===== src/design/cjd_pkg.sv =====
// constants shared by the calendar to julian date unit
`timescale 1ns / 1ps
package cjd_pkg;

  localparam int YEAR_W  = 14;
  localparam int DAY_W   = 23;
  localparam int MS_W    = 27;

  localparam logic [13:0] YEAR_MIN = 14'd1;
  localparam logic [13:0] YEAR_MAX = 14'd9999;

  localparam logic [14:0] YEAR_OFFSET = 15'd4716;
  localparam logic [24:0] DAYS_PER_4Y = 25'd1461;
  // floor(n * 5243 / 2^19) equals floor(n / 100) for every year in range
  localparam logic [25:0] CENTURY_RECIP = 26'd5243;
  localparam logic [23:0] DAY_BIAS = 24'd1522;

  localparam logic [MS_W-1:0] HOUR_MS   = 27'd3600000;
  localparam logic [MS_W-1:0] MINUTE_MS = 27'd60000;
  localparam logic [MS_W:0]   DAY_MS    = 28'd86400000;

  // scale of the reciprocal of a day in milliseconds, exact for every remainder
  localparam int RECIP_SHIFT = 44;

  localparam logic [54:0] OUT_MAX = {55{1'b1}};

  // floor(30.6001 * (m + 1)), january and february already moved to 13 and 14
  localparam logic [8:0] MONTH_TERM [16] = '{
    9'd30,  9'd428, 9'd459, 9'd122, 9'd153, 9'd183, 9'd214, 9'd244,
    9'd275, 9'd306, 9'd336, 9'd367, 9'd397, 9'd428, 9'd459, 9'd489
  };

endpackage


===== src/design/calendar_to_julian_date_unit.sv =====
// calendar_to_julian_date_unit: gregorian date and time of day to fixed-point julian date
`timescale 1ns / 1ps
// Usage
//   Input channel: in_valid / in_stall with year_number, month_number, day_of_month,
//   hour_of_day, minute_of_hour and milli_of_minute. A beat is taken at a rising
//   edge with in_valid high and in_stall low.
//   Output channel: out_valid / out_stall with julian_date_fixed, the julian date
//   times 2^FRACTION_BITS, fraction truncated, saturated at 2^55-1.
//   Throughput: one beat per cycle while out_stall is low. Three stages build
//   the whole day count and the remainder of milliseconds, the third also
//   forms two halves of the remainder times a reciprocal of the day length, a
//   fourth adds them to give the fraction, and a last stage joins and saturates.
//   Reset (rst, synchronous) empties every stage; out_valid drops at once.
//   When the receiver stalls, the output beat holds and the stages behind it
//   keep moving until they fill; in_stall rises only once the whole chain is full.
module calendar_to_julian_date_unit #(
  parameter int FRACTION_BITS = 32
) (
  input  logic        clk,
  input  logic        rst,
  input  logic        in_valid,
  output logic        in_stall,
  input  logic [13:0] year_number,
  input  logic [3:0]  month_number,
  input  logic [4:0]  day_of_month,
  input  logic [4:0]  hour_of_day,
  input  logic [5:0]  minute_of_hour,
  input  logic [15:0] milli_of_minute,
  output logic        out_valid,
  input  logic        out_stall,
  output logic [54:0] julian_date_fixed
);
  import cjd_pkg::*;

  localparam int NS = 5;
  localparam int VW = DAY_W + FRACTION_BITS;
  localparam int CW = (VW > 55) ? VW : 56;
  localparam int MW = FRACTION_BITS + 18;
  localparam int MLO_W = MW / 2;
  localparam int MHI_W = MW - MLO_W;
  localparam int RW = RECIP_SHIFT + FRACTION_BITS + 1;
  localparam int PLO_W = MS_W + MLO_W;
  localparam int PHI_W = MS_W + MHI_W;
  localparam int PW = MS_W + MW;
  localparam logic [RW-1:0] RECIP_FULL =
    ((RW'(1) << (RECIP_SHIFT + FRACTION_BITS)) + RW'(DAY_MS) - RW'(1)) / RW'(DAY_MS);
  localparam logic [MLO_W-1:0] RECIP_LO = RECIP_FULL[MLO_W-1:0];
  localparam logic [MHI_W-1:0] RECIP_HI = RECIP_FULL[MW-1:MLO_W];

  logic [NS-1:0] v;
  logic [NS:0]   en;

  logic [YEAR_W-1:0] s1_year;
  logic [9:0]        s1_md;
  logic [MS_W-1:0]   s1_ms;

  logic [DAY_W-1:0]  s2_yterm;
  logic [6:0]        s2_cent;
  logic [9:0]        s2_md;
  logic              s2_whole;
  logic [MS_W-1:0]   s2_rem;

  logic [DAY_W-1:0]  s3_day;
  logic [PLO_W-1:0]  s3_plo;
  logic [PHI_W-1:0]  s3_phi;

  logic [DAY_W-1:0]         s4_day;
  logic [FRACTION_BITS-1:0] s4_frac;

  logic [54:0] out_data;

  // handshake: a stage loads when it is empty or the next one moves
  always_comb begin
    en[NS] = !out_stall;
    for (int i = NS - 1; i >= 0; i--) begin
      en[i] = !v[i] || en[i+1];
    end
  end

  assign in_stall          = !en[0];
  assign out_valid         = v[NS-1];
  assign julian_date_fixed = out_data;

  always_ff @(posedge clk) begin
    if (rst) begin
      v <= '0;
    end else begin
      if (en[0]) begin
        v[0] <= in_valid;
      end
      for (int i = 1; i < NS; i++) begin
        if (en[i]) begin
          v[i] <= v[i-1];
        end
      end
    end
  end

  // stage 1: clamp year, month shift, month term, milliseconds of day
  logic [YEAR_W-1:0] year_clamp;
  logic [YEAR_W-1:0] year_adj;
  logic              early_month;
  logic [MS_W-1:0]   ms_total;

  always_comb begin
    if (year_number < YEAR_MIN) begin
      year_clamp = YEAR_MIN;
    end else if (year_number > YEAR_MAX) begin
      year_clamp = YEAR_MAX;
    end else begin
      year_clamp = year_number;
    end
    early_month = (month_number == 4'd1) || (month_number == 4'd2);
    year_adj    = early_month ? year_clamp - 14'd1 : year_clamp;
    ms_total    = MS_W'(hour_of_day) * HOUR_MS + MS_W'(minute_of_hour) * MINUTE_MS
                + MS_W'(milli_of_minute);
  end

  always_ff @(posedge clk) begin
    if (en[0]) begin
      s1_year <= year_adj;
      s1_md   <= 10'(MONTH_TERM[month_number]) + 10'(day_of_month);
      s1_ms   <= ms_total;
    end
  end

  // stage 2: year term, century, whole day carry from time
  logic [14:0] year_sum;
  logic [24:0] year_prod;
  logic [25:0] cent_prod;
  logic [MS_W:0] ms_wide;
  logic          ms_over;

  always_comb begin
    year_sum  = {1'b0, s1_year} + YEAR_OFFSET;
    year_prod = 25'(year_sum) * DAYS_PER_4Y;
    cent_prod = 26'(s1_year) * CENTURY_RECIP;
    ms_wide   = {1'b0, s1_ms};
    ms_over   = ms_wide >= DAY_MS;
  end

  always_ff @(posedge clk) begin
    if (en[1]) begin
      s2_yterm <= year_prod[24:2];
      s2_cent  <= cent_prod[25:19];
      s2_md    <= s1_md;
      s2_whole <= ms_over;
      s2_rem   <= ms_over ? MS_W'(ms_wide - DAY_MS) : s1_ms;
    end
  end

  // stage 3: whole day count, remainder times the two reciprocal halves
  logic [23:0]      day_sum;
  logic [PLO_W-1:0] frac_lo;
  logic [PHI_W-1:0] frac_hi;

  always_comb begin
    day_sum = 24'(s2_yterm) + 24'(s2_md) + 24'(s2_cent[6:2]) + 24'(s2_whole)
            - 24'(s2_cent) - DAY_BIAS;
    frac_lo = PLO_W'(s2_rem) * RECIP_LO;
    frac_hi = PHI_W'(s2_rem) * RECIP_HI;
  end

  always_ff @(posedge clk) begin
    if (en[2]) begin
      s3_day <= day_sum[DAY_W-1:0];
      s3_plo <= frac_lo;
      s3_phi <= frac_hi;
    end
  end

  // stage 4: fraction of the day from the reciprocal product
  logic [PW-1:0] frac_sum;

  always_comb begin
    frac_sum = (PW'(s3_phi) << MLO_W) + PW'(s3_plo);
  end

  always_ff @(posedge clk) begin
    if (en[3]) begin
      s4_day  <= s3_day;
      s4_frac <= frac_sum[RECIP_SHIFT +: FRACTION_BITS];
    end
  end

  // last stage: join, remove the half day, saturate
  logic [VW-1:0] val;
  logic [CW-1:0] val_wide;

  always_comb begin
    val      = {s4_day, s4_frac} - (VW'(1) << (FRACTION_BITS - 1));
    val_wide = CW'(val);
  end

  always_ff @(posedge clk) begin
    if (en[NS-1]) begin
      out_data <= (val_wide > CW'(OUT_MAX)) ? OUT_MAX : val_wide[54:0];
    end
  end

endmodule


===== config.mk =====
export PLATFORM = sky130hd
export DESIGN_NAME = calendar_to_julian_date_unit
export DESIGN_NICKNAME = d
export VERILOG_FILES = /design/src/design/cjd_pkg.sv /design/src/design/calendar_to_julian_date_unit.sv
export SDC_FILE = /design/constraint.sdc
export NUM_CORES = 2
export LEC_CHECK = 0
export BUFFER_PORTS_ARGS = -buffer_cell sky130_fd_sc_hd__buf_2
export CAP_MARGIN = 20
export CORE_UTILIZATION = 60
export DETAILED_ROUTE_END_ITERATION = 7
export GPL_TIMING_DRIVEN = 0
export PLACE_DENSITY = 0.8
export SLEW_MARGIN = 30
export SYNTH_ARGS = -nofsm -noshare
export SYNTH_HDL_FRONTEND = slang
export SYNTH_SLANG_ARGS = --single-unit

===== constraint.sdc =====
create_clock -name clk -period 7.05 [get_ports clk]
set_input_delay 1.41 -clock clk [delete_from_list [all_inputs] [get_ports clk]]
set_output_delay 1.41 -clock clk [all_outputs]
set_load 0.02 [all_outputs]

# Word-level counts from Yosys, hierarchy flattened
# Memory sizes are Yosys's and may differ from the RTL's.
# Index checks and enable logic that the tools add are counted.
# word_totals
regBits,360
romBits,144
inputBits,54
output_inout_bits,57
elab_cells,66
mem_count,1
# memory_table
name,words,width,rd,rd_ports_with_merged_regs,write_ports,line,source
(no name shown),16,9,1,0,0,calendar_to_julian_date_unit.sv:122,s1_md <= 10'(MONTH_TERM[month_number]) + 10'(day_of_month);
# classes
add_sub_neg,13
multipliers,6
n_lt_le_gt_ge,5
n_eq_ne,2
muxes,6
bitwise_logic,1
reduce_logical,13
# op_table
cell,count
76-bit by 52-bit adder with 76-bit output,1
55-bit greater-than comparator (second input constant),1
55-bit by 32-bit subtractor with 55-bit output (second input constant),1
27-bit by 25-bit multiplier with 52-bit output (second input constant),1
27-bit by 25-bit multiplier with 51-bit output (second input constant),1
14-bit two-way mux,3
27-bit by 16-bit adder with 27-bit output,1
27-bit by 22-bit adder with 27-bit output,1
27-bit greater-or-equal comparator (second input constant),1
27-bit two-way mux,1
27-bit subtractor (second input constant),1
14-bit by 13-bit multiplier with 26-bit output (second input constant),1
15-bit by 11-bit multiplier with 25-bit output (second input constant),1
23-bit by 1-bit adder with 23-bit output,1
23-bit by 10-bit adder with 23-bit output,1
23-bit by 5-bit adder with 23-bit output,1
23-bit by 11-bit subtractor with 23-bit output (second input constant),1
23-bit by 7-bit subtractor with 23-bit output,1
5-bit by 15-bit multiplier with 20-bit output (second input constant),1
9-bit two-way mux,2
6-bit by 11-bit multiplier with 17-bit output (second input constant),1
14-bit by 13-bit adder with 15-bit output (second input constant),1
14-bit greater-than comparator (second input constant),1
14-bit by 1-bit less-than comparator with 1-bit output (second input constant),1
other kinds (8),19

# Longest topological paths before layout
# logic_depth
depth_word,7
mapped_depth,28
depth_no_buf,28

# Least setup slack after synthesis
# No wires, ideal clock.
# synth_timing
kind,register -> register
startpoint,register s2_rem[7]
endpoint,"register s3_plo[41], data pin"
setup_ns,0.258
t_arrival_ns,6.656
required_time_ns,6.792
setup_slack_ns,0.136
path_stages_with_launch,23
path_buffers,0
period_less_slack_ns,6.914
path_cell_list,edfxtp_1 fa_1 inv_1 fa_1 inv_1 fa_1 fa_1 fa_1 fa_1 inv_1 fa_1 inv_1 ha_1 a2111oi_0 o21ai_0 o21a_1 a22o_1 nor3_2 a31oi_1 a41o_1 o21a_1 a31o_2 xnor2_1
# synth_between
elab_chain_cells,1
# synth_rtl
element,line,source
start: declaration,calendar_to_julian_date_unit.sv:61,logic [MS_W-1:0] s2_rem;
start signal: assignment,calendar_to_julian_date_unit.sv:148,s2_rem <= ms_over ? MS_W'(ms_wide - DAY_MS) : s1_ms;
27-bit by 25-bit multiplier with 52-bit output,calendar_to_julian_date_unit.sv:160,frac_lo = PLO_W'(s2_rem) * RECIP_LO;
named net frac_lo[41],calendar_to_julian_date_unit.sv:154,logic [PLO_W-1:0] frac_lo;
end signal: assignment,calendar_to_julian_date_unit.sv:167,s3_plo <= frac_lo;
end: declaration,calendar_to_julian_date_unit.sv:64,logic [PLO_W-1:0] s3_plo;
# The timed path passes the listed nets, and every way through them passes these cells.
# A chain may end at the register's enable or synchronous reset.

# Worst setup path in the final report
# layout_timing
startpoint,register s2_rem[9]
endpoint,"register s3_phi[47], data pin"
# layout_between
elab_chain_cells,1
# layout_rtl
element,line,source
27-bit by 25-bit multiplier with 51-bit output,calendar_to_julian_date_unit.sv:161,frac_hi = PHI_W'(s2_rem) * RECIP_HI;
named net frac_hi[47],calendar_to_julian_date_unit.sv:155,logic [PHI_W-1:0] frac_hi;
end signal: assignment,calendar_to_julian_date_unit.sv:168,s3_phi <= frac_hi;
end: declaration,calendar_to_julian_date_unit.sv:65,logic [PHI_W-1:0] s3_phi;
# The timed path passes the listed nets, and every way through them passes these cells.

==> summary.txt <==
Job
  • Max-cap viol count: 0

Logic synthesis
  • Number of synthesized flops with an enable pin: 330
  • Synth Area per Inst: 10.76 µm²
  • Synth area leader: fa_1
  • Yosys warns: 0
  • Syn nets: 6115
  • Synthesized flop and latch total: 335
  • Synth unique cells: 84
  • Sequential area share after synthesis: 20.69%
  • Synthesized area: 48380 µm²
  • Main flop type after synthesis: edfxtp_1
  • Synth top area share: 30.75%
  • Synth area leaders: fa_1 31%, ha_1 21%, edfxtp_1 20%, inv_1 9.3%, xnor2_1 3.1%
  • Async S/R FF share, synth: 0%
  • Cells after Synth: 4494

Placed design
  • Detailed Place HPWL: 95440 µm
  • Worst slack, placed: -1422 ps
  • IO buf count: 108
  • GPL Wtd Cong: 1.005
  • Placed instance area: 50430 µm²

Routing
  • Antenna viol nets, final: 0
  • Vias after detailed routing: 32800
  • DRT iter0 DRCs: 2318
  • Via density: 5.587
  • DR pass1 iterations: 5
  • Avg WL per Cell: 19.80 µm
  • Drt total wl: 116200 µm
  • DRC: 0

Global route
  • Number of global-route vias before repair: 34520
  • Gr ovfl total: 0
  • Initial antenna violation count: 3
  • Largest net degree at the start of global routing: 54
  • First-pass GRT wire length: 180900 µm
  • Total GRT Usage: 28.70%

Worst setup path
  • Startpoint types: flip-flop
  • CP Buf/Inv Count: 7
  • Crit path kind: flip-flop to flip-flop
  • R2R Setup Slk: 10 ps
  • Crit path DAT: 7350 ps
  • Crit-path max cell delay: 590 ps
  • Worst R2R Start: s2_rem[9]$_DFFE_PP_
  • Slowest CP cell: fa_1
  • CP required: 7370 ps
  • Worst path top cell family by delay: adder cells
  • Crit end category: flip-flop
  • Worst Setup SP: s2_rem[9]$_DFFE_PP_
  • CP dominant cell by count: fa_1
  • Maximum fanout along the worst path: 5

Clocking
  • Root Buffer: clkbuf_16
  • Total CTS buffers: 39
  • Clk sink count: 335
  • CTS tree: built
  • Clock-pin slew on the worst setup and hold paths: 60 ps
  • H-tree Lvls: 2
  • Skew-Pair Late Insertion Delay: 590 ps
  • CTS max path bufs: 3

Finish
  • Ant diodes: 0
  • Most common cell after layout, fill and taps aside: inv_1
  • Multi-input logic area: 34630 µm²
  • Layout Nets: 6411
  • FF+latch area: 10010 µm²
  • # fillers: 5721
  • Layout cells sized above 1: 10.56%
  • Cell area after layout: 53890 µm²
  • Commonest cells after routing, fill and taps aside: 1189 x inv_1, 777 x ha_1, 710 x fa_1, 330 x edfxtp_1, 164 x xnor2_1
  • Synth-to-layout area growth: 11.39%

STA
  • Pins Over Slew Limit: 0
  • Final period util: 99.80%
  • Rel. slew slack: 43.99%
  • Final setup margin: 13.86 ps
  • Clk_skew: 28.54 ps
  • Slew at the pin with the worst max-slew slack: 832.4 ps
  • Final Hold Viols: 0
  • Peak Freq: 142.1 MHz
  • RSZ-0062 raised after global routing: yes
  • WHS: 412.0 ps
  • Period minus WS final: 7036 ps
  • Final setup viols: 0

Die
  • Die Y: 286.0 µm
  • Starting Density: 60.94%
  • Die width: 286.0 µm
  • Core ar.: 79390 µm²
  • Die ar.: 81770 µm²
  • # rows: 103
  • Top-level port count: 111

Min path
  • Worst min path class: flip-flop to flip-flop
  • Worst Hold Launch: s3_day[20]$_DFFE_PP_

Run status
  • Status: complete, no violations
[flip-flops by register name, indices dropped and copies added (netlist names)]
register	count
s2_rem	27
s1_md	10
s1_year	14
s1_ms	27
s2_whole	1
s4_day	23
s4_frac	32
v	5
julian_date_fixed	55
s2_md	10
s3_day	23
s2_cent	7
s3_plo	28
s3_phi	50
s2_yterm	23
[synthesized netlist by cell type (all sizes together) (25+ instances only)]
library cell / count
clkbuf: 42
nand2b: 26
nor3: 62
nand2: 117
nand4: 34
nand3: 45
nor2: 161
a21oi: 143
fa: 743
inv: 1205
ha: 824
o21ai: 103
edfxtp: 330
xor2: 75
xnor2: 169
a211oi: 25
o21a: 36
nor2b: 39
a21o: 59
[final cells by class]
type,instances,share of cell area (%)
timing repair buffer,255,3.443
sequential,335,18.57
inverter,1206,8.445
multi-input combinational,2909,64.27
tap,1050,2.438
clock inverter,26,0.6478
buffer,44,0.3251
clock buffer,46,1.860
[routing by layer]
metal / track usage [%] / part of all wire, % / vias up
li1: - / - / 15060
met1: 35.79 / 39 / 16160
met2: 49.05 / 48 / 1191
met5: 0 / 0.018 / -
met3: 6.180 / 8.2 / 382
met4: 10.59 / 4.6 / 4
[cells by family (layout without fill, tap and decap cells)]
logic type / count (synthesis) / after routing / synth area share [%]
fa+ha+maj: 1567 / 1567 / 52.06
compound gates: 506 / 506 / 6.882
mux: 6 / 6 / 0.1500
buf+inv: 1250 / 1577 / 9.706
simple gates: 586 / 586 / 6.080
flops: 335 / 335 / 20.69
xor+xnor: 244 / 244 / 4.433
[what timing repair did]
action / in CTS / in global routing
buffers inserted: 99 / 38
setup endpoints to repair: 48 / 32
hold buffers: 0 / 0
pin swaps: 54 / 99
gates resized for setup: 102 / 128
[worst paths after layout]
| path | depth (start not counted) | end |
|---|---|---|
| setup / recovery | 25 | s3_phi[47]$_DFFE_PP_ |
| hold / removal | 0 | s4_day[20]$_DFFE_PP_ |
| setup reg to reg | 25 | s3_phi[47]$_DFFE_PP_ |
| hold reg to reg | 0 | s4_day[20]$_DFFE_PP_ |
[stage by stage]
| step | TNS, ps | util [%] | instances |
|---|---|---|---|
| finish | 0 | 67.88 | 5871 |
| global route | -1041 | 67.88 | 5871 |
| CTS | 0 | 66.84 | 5833 |
| detailed placement | -33460 | 63.52 | 5662 |
| global placement | -33510 | 63.28 | 5652 |
| floorplan | 0 | - | 4494 |
Power is not shown: default switching activity piles up to over one toggle a cycle in this logic, so the estimate is an artifact.
